===== src/sv/pidc_pkg.sv =====
// Shared types and constants for the clamped PID controller.
// Register indexes, field widths, reset values and the sequencer state type.
// No dependencies.
package pidc_pkg;

	// default internal precision, signed fixed point
	localparam int DATA_WIDTH_DEF = 32;
	localparam int FRAC_BITS_DEF  = 16;

	// fixed port and register field widths
	localparam int GAIN_W     = 32;
	localparam int ERR_W      = 32;
	localparam int DRIVE_W    = 32;
	localparam int LIM_W      = 31;
	localparam int CFG_IDX_W  = 3;
	localparam int CFG_DATA_W = 32;

	// configuration register indexes
	localparam logic [CFG_IDX_W-1:0] REG_GAIN_P      = 3'd0;
	localparam logic [CFG_IDX_W-1:0] REG_GAIN_I      = 3'd1;
	localparam logic [CFG_IDX_W-1:0] REG_GAIN_D      = 3'd2;
	localparam logic [CFG_IDX_W-1:0] REG_TIME_STEP   = 3'd3;
	localparam logic [CFG_IDX_W-1:0] REG_INTEG_LIMIT = 3'd4;
	localparam logic [CFG_IDX_W-1:0] REG_DRIVE_LIMIT = 3'd5;

	// register reset values
	localparam logic [LIM_W-1:0] TIME_STEP_RST   = 31'd655;
	localparam logic [LIM_W-1:0] INTEG_LIMIT_RST = 31'd327680000;
	localparam logic [LIM_W-1:0] DRIVE_LIMIT_RST = 31'd0;

	// request action codes
	localparam logic ACT_STEP  = 1'b0;
	localparam logic ACT_CLEAR = 1'b1;

	typedef enum logic [2:0] {
		ST_IDLE,
		ST_PREP,
		ST_DIV,
		ST_MUL_DT,
		ST_MUL_P,
		ST_MUL_I,
		ST_MUL_D,
		ST_FINISH
	} state_t;

endpackage


===== src/sv/pid_controller_clamped.sv =====
// Clamped PID controller: bit-serial multiplier, restoring divider and sequencer.
// Depends on pidc_pkg for widths, register indexes, codes and the state type.
// Step request: one divide, then four products (time step, P, I, D), at one quotient
//   bit and one multiplier bit per cycle. A new request is accepted only in idle,
//   after the previous step has handed its result to the output register.
// Clear request: goes straight to the finish step. Output register lets a request be
//   accepted while the previous result waits. Reset: registers to their reset
//   values, integrator and previous error to zero, no result pending.
module pid_controller_clamped #(
	parameter int DATA_WIDTH = pidc_pkg::DATA_WIDTH_DEF,
	parameter int FRAC_BITS  = pidc_pkg::FRAC_BITS_DEF
) (
	input  logic                                   clk,
	input  logic                                   arst_n,
	// request channel
	input  logic                                   in_valid,
	output logic                                   in_ready,
	input  logic                                   action,
	input  logic signed [pidc_pkg::ERR_W-1:0]      error_in,
	// result channel
	output logic                                   out_valid,
	input  logic                                   out_ready,
	output logic signed [pidc_pkg::DRIVE_W-1:0]    drive,
	// configuration write port
	input  logic                                   cfg_we,
	input  logic [pidc_pkg::CFG_IDX_W-1:0]         cfg_index,
	input  logic [pidc_pkg::CFG_DATA_W-1:0]        cfg_data
);
	import pidc_pkg::*;

	localparam int DW       = DATA_WIDTH;
	localparam int FB       = FRAC_BITS;
	localparam int PW       = GAIN_W + DW;               // full product width
	localparam int NW       = DW + FB;                   // dividend / quotient width
	localparam int XW       = ((DW > DRIVE_W) ? DW : DRIVE_W) + 1;
	localparam int MUL_LAST = GAIN_W + 1;
	localparam int CNT_TOP  = (NW > MUL_LAST) ? NW : MUL_LAST;
	localparam int CW       = $clog2(CNT_TOP + 1);

	localparam logic [CW-1:0] CNT_MUL_FIX  = CW'(GAIN_W);
	localparam logic [CW-1:0] CNT_MUL_LAST = CW'(MUL_LAST);
	localparam logic [CW-1:0] CNT_DIV_LAST = CW'(NW);

	localparam logic signed [DW-1:0]      D_MAX = {1'b0, {(DW-1){1'b1}}};
	localparam logic signed [DW-1:0]      D_MIN = {1'b1, {(DW-1){1'b0}}};
	localparam logic [DW-1:0]             HALF  = {1'b1, {(DW-1){1'b0}}};
	localparam logic signed [DRIVE_W-1:0] O_MAX = {1'b0, {(DRIVE_W-1){1'b1}}};
	localparam logic signed [DRIVE_W-1:0] O_MIN = {1'b1, {(DRIVE_W-1){1'b0}}};

	// ------------------------------------------------------------------
	// Arithmetic helpers (all narrow: only adds, negations or compares in each)
	// ------------------------------------------------------------------
	function automatic logic signed [DW-1:0] sat_sum(input logic signed [DW:0] s);
		if (s[DW] != s[DW-1]) begin
			return s[DW] ? D_MIN : D_MAX;
		end
		return s[DW-1:0];
	endfunction

	function automatic logic signed [DW-1:0] sat_add(input logic signed [DW-1:0] a,
			input logic signed [DW-1:0] b);
		return sat_sum((DW+1)'(a) + (DW+1)'(b));
	endfunction

	function automatic logic signed [DW-1:0] sat_sub(input logic signed [DW-1:0] a,
			input logic signed [DW-1:0] b);
		return sat_sum((DW+1)'(a) - (DW+1)'(b));
	endfunction

	function automatic logic signed [DW-1:0] clamp_mag(input logic signed [DW-1:0] v,
			input logic [LIM_W-1:0] bound);
		logic signed [XW-1:0] vx;
		logic signed [XW-1:0] bx;
		logic signed [XW-1:0] nbx;
		vx  = XW'(v);
		bx  = signed'(XW'(bound));
		nbx = -bx;
		if (vx > bx) begin
			return bx[DW-1:0];
		end else if (vx < nbx) begin
			return nbx[DW-1:0];
		end
		return v;
	endfunction

	function automatic logic signed [DW-1:0] sat_in(input logic signed [ERR_W-1:0] e);
		logic signed [XW-1:0] ex;
		ex = XW'(e);
		if (ex > XW'(D_MAX)) begin
			return D_MAX;
		end else if (ex < XW'(D_MIN)) begin
			return D_MIN;
		end
		return ex[DW-1:0];
	endfunction

	function automatic logic signed [DRIVE_W-1:0] sat_out(input logic signed [DW-1:0] v);
		logic signed [XW-1:0] vx;
		vx = XW'(v);
		if (vx > XW'(O_MAX)) begin
			return O_MAX;
		end else if (vx < XW'(O_MIN)) begin
			return O_MIN;
		end
		return vx[DRIVE_W-1:0];
	endfunction

	function automatic logic [GAIN_W-1:0] mag_gain(input logic signed [GAIN_W-1:0] g);
		return g[GAIN_W-1] ? unsigned'(-g) : unsigned'(g);
	endfunction

	function automatic logic [DW-1:0] mag_data(input logic signed [DW-1:0] v);
		return v[DW-1] ? unsigned'(-v) : unsigned'(v);
	endfunction

	// drop the fraction bits, saturate the magnitude, apply the sign
	function automatic logic signed [DW-1:0] prod_fix(input logic [PW-1:0] p,
			input logic neg);
		logic [PW-FB-1:0] m;
		logic [DW-1:0]    lim;
		logic [DW-1:0]    mm;
		m   = p[PW-1:FB];
		lim = neg ? HALF : HALF - 1'b1;
		mm  = (m > (PW-FB)'(lim)) ? lim : m[DW-1:0];
		return neg ? signed'(-mm) : signed'(mm);
	endfunction

	function automatic logic signed [DW-1:0] quot_fix(input logic [NW-1:0] q,
			input logic neg);
		logic [DW-1:0] lim;
		logic [DW-1:0] mm;
		lim = neg ? HALF : HALF - 1'b1;
		mm  = (q > NW'(lim)) ? lim : q[DW-1:0];
		return neg ? signed'(-mm) : signed'(mm);
	endfunction

	// ------------------------------------------------------------------
	// Configuration registers
	// ------------------------------------------------------------------
	logic signed [GAIN_W-1:0] gain_p_q;
	logic signed [GAIN_W-1:0] gain_i_q;
	logic signed [GAIN_W-1:0] gain_d_q;
	logic [LIM_W-1:0]         time_step_q;
	logic [LIM_W-1:0]         integ_limit_q;
	logic [LIM_W-1:0]         drive_limit_q;

	always_ff @(posedge clk or negedge arst_n) begin
		if (!arst_n) begin
			gain_p_q      <= '0;
			gain_i_q      <= '0;
			gain_d_q      <= '0;
			time_step_q   <= TIME_STEP_RST;
			integ_limit_q <= INTEG_LIMIT_RST;
			drive_limit_q <= DRIVE_LIMIT_RST;
		end else if (cfg_we) begin
			case (cfg_index)
				REG_GAIN_P:      gain_p_q      <= signed'(cfg_data[GAIN_W-1:0]);
				REG_GAIN_I:      gain_i_q      <= signed'(cfg_data[GAIN_W-1:0]);
				REG_GAIN_D:      gain_d_q      <= signed'(cfg_data[GAIN_W-1:0]);
				REG_TIME_STEP:   time_step_q   <= cfg_data[LIM_W-1:0];
				REG_INTEG_LIMIT: integ_limit_q <= cfg_data[LIM_W-1:0];
				REG_DRIVE_LIMIT: drive_limit_q <= cfg_data[LIM_W-1:0];
				default: begin
					// unused index: drop the write
				end
			endcase
		end
	end

	// a zero step acts as the smallest step
	logic [LIM_W-1:0] tstep;
	assign tstep = (time_step_q == '0) ? LIM_W'(1) : time_step_q;

	// ------------------------------------------------------------------
	// Sequencer
	// ------------------------------------------------------------------
	state_t            state_q;
	state_t            state_d;
	logic [CW-1:0]     cnt_q;
	logic              out_valid_q;
	logic              accept;
	logic              out_free;
	logic              mul_start;

	// architectural state
	logic signed [DW-1:0] integ_q;
	logic signed [DW-1:0] prev_q;

	// working registers
	logic                   clr_q;
	logic signed [DW-1:0]   err_q;
	logic                   dneg_q;
	logic [NW-1:0]          dq_q;      // dividend bits out, quotient bits in
	logic [LIM_W-1:0]       rem_q;
	logic signed [DW-1:0]   deriv_q;
	logic [PW-1:0]          mul_q;     // product high part, multiplier bits low
	logic [DW-1:0]          mb_q;
	logic                   mneg_q;
	logic signed [DW-1:0]   pr_q;
	logic signed [DW-1:0]   acc_q;
	logic signed [DRIVE_W-1:0] drive_q;

	assign in_ready  = (state_q == ST_IDLE);
	assign accept    = in_valid && in_ready;
	assign out_free  = !out_valid_q || out_ready;
	assign out_valid = out_valid_q;
	assign drive     = drive_q;

	always_comb begin
		state_d = state_q;
		case (state_q)
			ST_IDLE: begin
				if (accept) begin
					state_d = (action == ACT_CLEAR) ? ST_FINISH : ST_PREP;
				end
			end
			ST_PREP:   state_d = ST_DIV;
			ST_DIV: begin
				if (cnt_q == CNT_DIV_LAST) begin
					state_d = ST_MUL_DT;
				end
			end
			ST_MUL_DT: begin
				if (cnt_q == CNT_MUL_LAST) begin
					state_d = ST_MUL_P;
				end
			end
			ST_MUL_P: begin
				if (cnt_q == CNT_MUL_LAST) begin
					state_d = ST_MUL_I;
				end
			end
			ST_MUL_I: begin
				if (cnt_q == CNT_MUL_LAST) begin
					state_d = ST_MUL_D;
				end
			end
			ST_MUL_D: begin
				if (cnt_q == CNT_MUL_LAST) begin
					state_d = ST_FINISH;
				end
			end
			ST_FINISH: begin
				// hold until the output register is free
				if (out_free) begin
					state_d = ST_IDLE;
				end
			end
			default:   state_d = ST_IDLE;
		endcase
	end

	// operands of the next product, picked by the state being entered
	logic signed [GAIN_W-1:0] op_a;
	logic signed [DW-1:0]     op_b;

	always_comb begin
		mul_start = 1'b0;
		op_a      = gain_p_q;
		op_b      = err_q;
		case (state_d)
			ST_MUL_DT: begin
				mul_start = (state_q != ST_MUL_DT);
				op_a      = signed'({1'b0, tstep});
				op_b      = err_q;
			end
			ST_MUL_P: begin
				mul_start = (state_q != ST_MUL_P);
				op_a      = gain_p_q;
				op_b      = err_q;
			end
			ST_MUL_I: begin
				mul_start = (state_q != ST_MUL_I);
				op_a      = gain_i_q;
				op_b      = integ_q;
			end
			ST_MUL_D: begin
				mul_start = (state_q != ST_MUL_D);
				op_a      = gain_d_q;
				op_b      = deriv_q;
			end
			default: begin
				mul_start = 1'b0;
			end
		endcase
	end

	// ------------------------------------------------------------------
	// Serial datapath steps
	// ------------------------------------------------------------------
	// multiplier: one multiplier bit per cycle, add multiplicand into the top
	logic [DW:0]   mul_add;
	logic [PW-1:0] mul_nxt;
	assign mul_add = {1'b0, mul_q[PW-1:GAIN_W]} + (mul_q[0] ? {1'b0, mb_q} : '0);
	assign mul_nxt = {mul_add, mul_q[GAIN_W-1:1]};

	// restoring divider: one quotient bit per cycle
	logic [LIM_W:0]   div_sh;
	logic [LIM_W+1:0] div_try;
	logic             div_ge;
	assign div_sh  = {rem_q, dq_q[NW-1]};
	assign div_try = {1'b0, div_sh} - {2'b00, tstep};
	assign div_ge  = !div_try[LIM_W+1];

	logic signed [DW-1:0] diff;
	logic signed [DW-1:0] drive_sum;
	assign diff      = sat_sub(err_q, prev_q);
	assign drive_sum = sat_add(acc_q, pr_q);

	// ------------------------------------------------------------------
	// Control and architectural state
	// ------------------------------------------------------------------
	always_ff @(posedge clk or negedge arst_n) begin
		if (!arst_n) begin
			state_q     <= ST_IDLE;
			cnt_q       <= '0;
			out_valid_q <= 1'b0;
			integ_q     <= '0;
			prev_q      <= '0;
		end else begin
			state_q <= state_d;
			// restart the step count on every state change
			if (state_d != state_q) begin
				cnt_q <= '0;
			end else if (state_q != ST_IDLE && state_q != ST_FINISH) begin
				cnt_q <= cnt_q + CW'(1);
			end

			if (state_q == ST_FINISH && out_free) begin
				out_valid_q <= 1'b1;
			end else if (out_ready) begin
				out_valid_q <= 1'b0;
			end

			if (accept && action == ACT_CLEAR) begin
				integ_q <= '0;
				prev_q  <= '0;
			end else begin
				// the difference is latched for the divider here, so advance now
				if (state_q == ST_PREP) begin
					prev_q <= err_q;
				end
				// anti-windup: saturate the sum, then clamp to the limit
				if (state_q == ST_MUL_DT && cnt_q == CNT_MUL_LAST) begin
					integ_q <= clamp_mag(sat_add(integ_q, pr_q), integ_limit_q);
				end
			end
		end
	end

	// ------------------------------------------------------------------
	// Working registers (no reset needed)
	// ------------------------------------------------------------------
	always_ff @(posedge clk) begin
		if (accept) begin
			err_q <= sat_in(error_in);
			clr_q <= (action == ACT_CLEAR);
		end

		case (state_q)
			ST_PREP: begin
				dneg_q <= diff[DW-1];
				dq_q   <= {mag_data(diff), {FB{1'b0}}};
				rem_q  <= '0;
			end
			ST_DIV: begin
				if (cnt_q == CNT_DIV_LAST) begin
					deriv_q <= quot_fix(dq_q, dneg_q);
				end else begin
					rem_q <= div_ge ? div_try[LIM_W-1:0] : div_sh[LIM_W-1:0];
					dq_q  <= {dq_q[NW-2:0], div_ge};
				end
			end
			ST_MUL_DT, ST_MUL_P, ST_MUL_I, ST_MUL_D: begin
				if (cnt_q < CNT_MUL_FIX) begin
					mul_q <= mul_nxt;
				end else if (cnt_q == CNT_MUL_FIX) begin
					pr_q <= prod_fix(mul_q, mneg_q);
				end else if (cnt_q == CNT_MUL_LAST) begin
					// the drive sums as (P + I) + D, saturating at each add
					if (state_q == ST_MUL_P) begin
						acc_q <= pr_q;
					end else if (state_q == ST_MUL_I) begin
						acc_q <= drive_sum;
					end else if (state_q == ST_MUL_D) begin
						acc_q <= (drive_limit_q != '0) ? clamp_mag(drive_sum, drive_limit_q)
								: drive_sum;
					end
				end
			end
			ST_FINISH: begin
				if (out_free) begin
					drive_q <= clr_q ? '0 : sat_out(acc_q);
				end
			end
			default: begin
				// idle: hold
			end
		endcase

		// load the next product's operands on entry to its state
		if (mul_start) begin
			mul_q  <= {{DW{1'b0}}, mag_gain(op_a)};
			mb_q   <= mag_data(op_b);
			mneg_q <= op_a[GAIN_W-1] ^ op_b[DW-1];
		end
	end

	// ------------------------------------------------------------------
	// Assertions
	// ------------------------------------------------------------------
	a_clear_zeroes: assert property (@(posedge clk) disable iff (!arst_n)
		(accept && action == ACT_CLEAR) |=> (integ_q == '0 && prev_q == '0))
		else $error("clear request did not zero integrator and previous error");

	a_result_from_finish: assert property (@(posedge clk) disable iff (!arst_n)
		$rose(out_valid_q) |-> $past(state_q == ST_FINISH))
		else $error("result raised outside the finish step");

	a_div_starts_clean: assert property (@(posedge clk) disable iff (!arst_n)
		(state_q == ST_PREP) |=> (state_q == ST_DIV && cnt_q == '0 && rem_q == '0))
		else $error("divider did not start from a cleared remainder");

	a_no_accept_busy: assert property (@(posedge clk) disable iff (!arst_n)
		(state_q != ST_IDLE) |=> !(accept && $past(state_d != ST_IDLE)))
		else $error("request accepted while a step is in progress");

endmodule

===== config.mk =====
export PLATFORM = sky130hd
export DESIGN_NAME = pid_controller_clamped
export DESIGN_NICKNAME = d
export VERILOG_FILES = /design/src/sv/pidc_pkg.sv /design/src/sv/pid_controller_clamped.sv
export SDC_FILE = /design/constraint.sdc
export NUM_CORES = 2
export LEC_CHECK = 0
export BUFFER_PORTS_ARGS = -buffer_cell sky130_fd_sc_hd__buf_2
export CORE_ASPECT_RATIO = 0.8
export CORE_UTILIZATION = 40
export CTS_BUF_LIST = sky130_fd_sc_hd__clkbuf_8
export DETAILED_ROUTE_END_ITERATION = 8
export HOLD_SLACK_MARGIN = 0.05
export SYNTH_ARGS = -nofsm -noshare
export SYNTH_HDL_FRONTEND = slang
export SYNTH_SLANG_ARGS = --single-unit

===== constraint.sdc =====
create_clock -name clk -period 7.25 [get_ports clk]
set_input_delay 1.45 -clock clk [delete_from_list [all_inputs] [get_ports clk]]
set_output_delay 1.45 -clock clk [all_outputs]
set_load 0.005 [all_outputs]

==> metrics.cfg <==
[final_layout]
final_area_um2=49900
syn_to_final_growth_pct=11.5
final_nets=5561
drive_above_1_share_pct=13.7

[logic_synthesis]
syn-cell-area_um2=44800
synth_compound_area_share_pct=21.2
yosys.area_share.xor_xnor_pct=5.38
synth-async-reset-ratio_pct=43.8
synth_cell_types=105
synthCells=4982
yosysSeqAreaShare_pct=36.7
ys_ff_latch=601
ys.flop_type=edfxtp_1
ys_warn_count=0
synth_top_family_by_area=compound AO/OA/AOI/OAI gates
synth_mux_area_share_pct=5.02
synthAdderAreaFrac_pct=10.4
synth_edf_count=306
synth-simple-area-share_pct=17.0
syn_nets=5423
syn_area_per_cell_um2=8.98

[floorplan]
fp.dieW_um=376
rows=109
boundaryPins=107
die-area_um2=113000
coreArea_um2=111000
dieHeight_um=301
start_util_pct=40.4

[worst_setup_path]
cp_max_fo=7
cp-start-kind=flop
path_class=reg2reg
slowest_stage=dfrtp_1
path_buf_inv=0
endpoint_kind=flop
critPathMaxStageDelay_ns=0.58
crit_required_ns=7.94
crit_family=compound AO/OA/AOI/OAI gates
cp_cell_sequence=ha_1, a21oi_1, o21ai_0, o2111ai_1, nor3_1, o41ai_2, o31a_1, xnor2_1, or2_2, o21ai_0, nand2_1, ha_1, nand4_1, a2111oi_0, o21ai_1, a2111oi_1, or2_2, nand2b_1, nor2_1, nand2_1, a32o_1
crit_arrival_ns=7.71

[global_route]
grt_pass1_vias=36600
use_met1_pct=44.4
grtUsageMet3_pct=6.95
grt_pass1_wl_mm=239
grt_max_degree=119
grt_usage_pct=27.9
grt_use_met2_pct=36.2
antenna_found_initial=14
busiest_layer=met1
grt_overflow_total=0

[sta]
hold_viol=0
fin_crit_ns=7.02
tightest_slew_ns=1.07
period_share_pct=96.8
slew_viol_final=0
clock-skew-final_ns=0.0462
finalSetupViolCount=0
slew_headroom_pct=28.2
timing.setup.tns_ns=0
clock.fmax_mhz=143
worst_hold_slack_ns=0.490

[clock_network]
path_clk_slew_ns=0.07
ctsLongestPathBuffers=3
cts_tree=built
cts.sinks=601
cts_inserted_buffers=106
cts_hold_buf=0
clkLatencyLatePin_ns=0.82
cts_root_buf=clkbuf_8
htree_levels=3

[power_and_ir_drop]
p_total_uw=12100
power.density_nw_per_um2=242
vdd_drop_max_mv=0.162
leakage_uw=0.0206

[detailed_routing]
vias=40300
first_pass_iters=6
wl_mm=160
initialDrtViolationCount=4984
drc_errors=0
viasPerCell=6.01
wl_per_cell_um=23.9
ant_nets=0

[placement]
dp_hpwl_mm=124
placed_cell_area_um2=47600
gp_congestion=1.01
portBuffers=106

[min_path]
hp-class=reg2reg

[job]
maxCapViolCount=0

[status]
status=completed

placed cells by master, fill, tap and decap left out, types with 46 or more instances in the layout:
cell	synthesis	final
mux2_2	157	157
and2_1	65	64
o21ai_0	373	364
nor2b_1	76	76
a21o_1	121	120
o21a_1	58	58
buf_2	8	105
nor2_1	357	352
mux2i_1	48	48
xor2_1	76	76
nand2_1	493	492
xnor2_1	199	199
a31oi_1	49	48
dfrtp_1	252	252
a211oi_1	48	46
nor4_1	51	50
a21oi_1	387	383
ha_1	363	363
and3_1	48	48
inv_1	228	270
buf_4	1	181
nand4_1	73	73
clkbuf_8	0	122
nand3_1	105	105
nor3_1	128	126
edfxtp_1	306	306
what timing repair did:
| action | in CTS | in global routing |
|---|---|---|
| hold endpoints to repair | 0 | 0 |
| pin swaps | 0 | 1 |
| endpoints found under the setup margin | 4 | 78 |
| gates resized for setup | 3 | 27 |
| setup buffers | 0 | 4 |
per-layer routing:
metal,share of wire (%),vias to the layer above,routed length (µm)
li1,-,18700,-
met4,2.8,10,4540
met2,38,1921,60300
met1,49,19500,77800
met3,11,223,17700
met5,0.039,-,63
synthesized netlist by cell type (12+ instances only):
cell | number | area share (%)
o22ai_1 | 39 | 0.55
a21boi_0 | 13 | 0.22
nand2b_1 | 39 | 0.55
a21oi_1 | 387 | 4.3
o21ai_0 | 373 | 4.2
o21a_1 | 58 | 0.97
nor2_1 | 357 | 3.0
nor4_1 | 51 | 0.71
clkbuf_1 | 217 | 1.8
a22oi_1 | 16 | 0.27
a221oi_1 | 19 | 0.37
edfxtp_1 | 306 | 21
xnor2_1 | 199 | 3.9
or3_1 | 33 | 0.46
and2_1 | 65 | 0.91
mux2i_1 | 48 | 1.1
dfrtp_1 | 252 | 14
o21bai_1 | 24 | 0.40
o31ai_1 | 37 | 0.62
nand2_1 | 493 | 4.1
inv_1 | 228 | 1.9
nor2b_1 | 76 | 1.1
mux2_2 | 157 | 4.0
and3_1 | 48 | 0.67
a221o_1 | 20 | 0.45
a21o_1 | 121 | 2.0
a222oi_1 | 14 | 0.31
a2111oi_0 | 22 | 0.43
ha_1 | 363 | 10
o211ai_1 | 41 | 0.69
a211oi_1 | 48 | 0.81
o22a_1 | 27 | 0.53
a22o_1 | 12 | 0.23
nor3_1 | 128 | 1.4
nand3_1 | 105 | 1.2
buf_1 | 26 | 0.22
nand4_1 | 73 | 1.0
o31a_1 | 16 | 0.31
or2_2 | 26 | 0.36
a31oi_1 | 49 | 0.68
dfxtp_1 | 32 | 1.4
xor2_1 | 76 | 1.5
power by group:
group	internal, µW	switching [µW]	total [µW]
logic	1890	2320	4210
clock network	1710	1530	3250
registers	4070	578	4650
final timing paths:
check                               endpoint  depth (start not counted)       start  slack [ns]
max                              integ_q[11]                         21  integ_q[8]        0.23
min                                mul_q[51]                          2   mul_q[51]        0.49
max reg2reg                      integ_q[11]                         21  integ_q[8]        0.23
min reg2reg                        mul_q[51]                          2   mul_q[51]        0.49
max in group asynchronous  drive_limit_q[28]                          2      arst_n        5.15
min in group asynchronous    time_step_q[12]                          1      arst_n        0.59
worst reg2reg max path, stage by stage, from the launching register on:
cell	delay, ns
dfrtp_1	0.58
ha_1	0.55
a21oi_1	0.10
o21ai_0	0.42
o2111ai_1	0.25
nor3_1	0.50
o41ai_2	0.14
o31a_1	0.29
xnor2_1	0.19
or2_2	0.40
o21ai_0	0.33
nand2_1	0.25
ha_1	0.37
nand4_1	0.11
a2111oi_0	0.35
o21ai_1	0.28
a2111oi_1	0.47
or2_2	0.29
nand2b_1	0.20
nor2_1	0.40
nand2_1	0.17
a32o_1	0.26
sequential cells by signal, indices dropped and copies added (netlist names):
register       cells
drive             32
acc_q             32
gain_d_q          32
err_q             32
clr_q              1
time_step_q       31
prev_q            32
gain_i_q          32
dneg_q             1
cnt_q              6
deriv_q           32
rem_q             31
dq_q              48
out_valid          1
mul_q             64
pr_q              32
integ_q           32
mb_q              32
integ_limit_q     31
state_q            3
mneg_q             1
gain_p_q          32
drive_limit_q     31
logic make-up after synthesis:
group,Yosys count
adders and majority gates,371
DFF,601
and+or+nand+nor,1572
AOI/OAI and AO/OA,1468
xor gates and xnor gates,275
muxes,205
buffers and inverters,490
cell type report:
cell class              count  area (µm²)
diodes                      4        10.0
clock buffers             122        1680
clock inverters            74         465
fillers                 10900       60800
inverters                 232         871
multi-input cells        3891       26700
flip-flops and latches    601       16400
well taps                1498        1870
repair buffers            288        1920
through the flow:
| step | worst slack (ns) | cells | utilization, % |
|---|---|---|---|
| floorplan | 0.692 | 4982 | - |
| global placement | 0.0739 | 6506 | 43.0 |
| detailed placement | -0.0508 | 6506 | 43.0 |
| CTS | 0.0736 | 6702 | 45.0 |
| global route | -0.0255 | 6707 | 45.1 |
| finish | 0.234 | 6710 | 45.1 |
(Power assumes the default switching activity.)
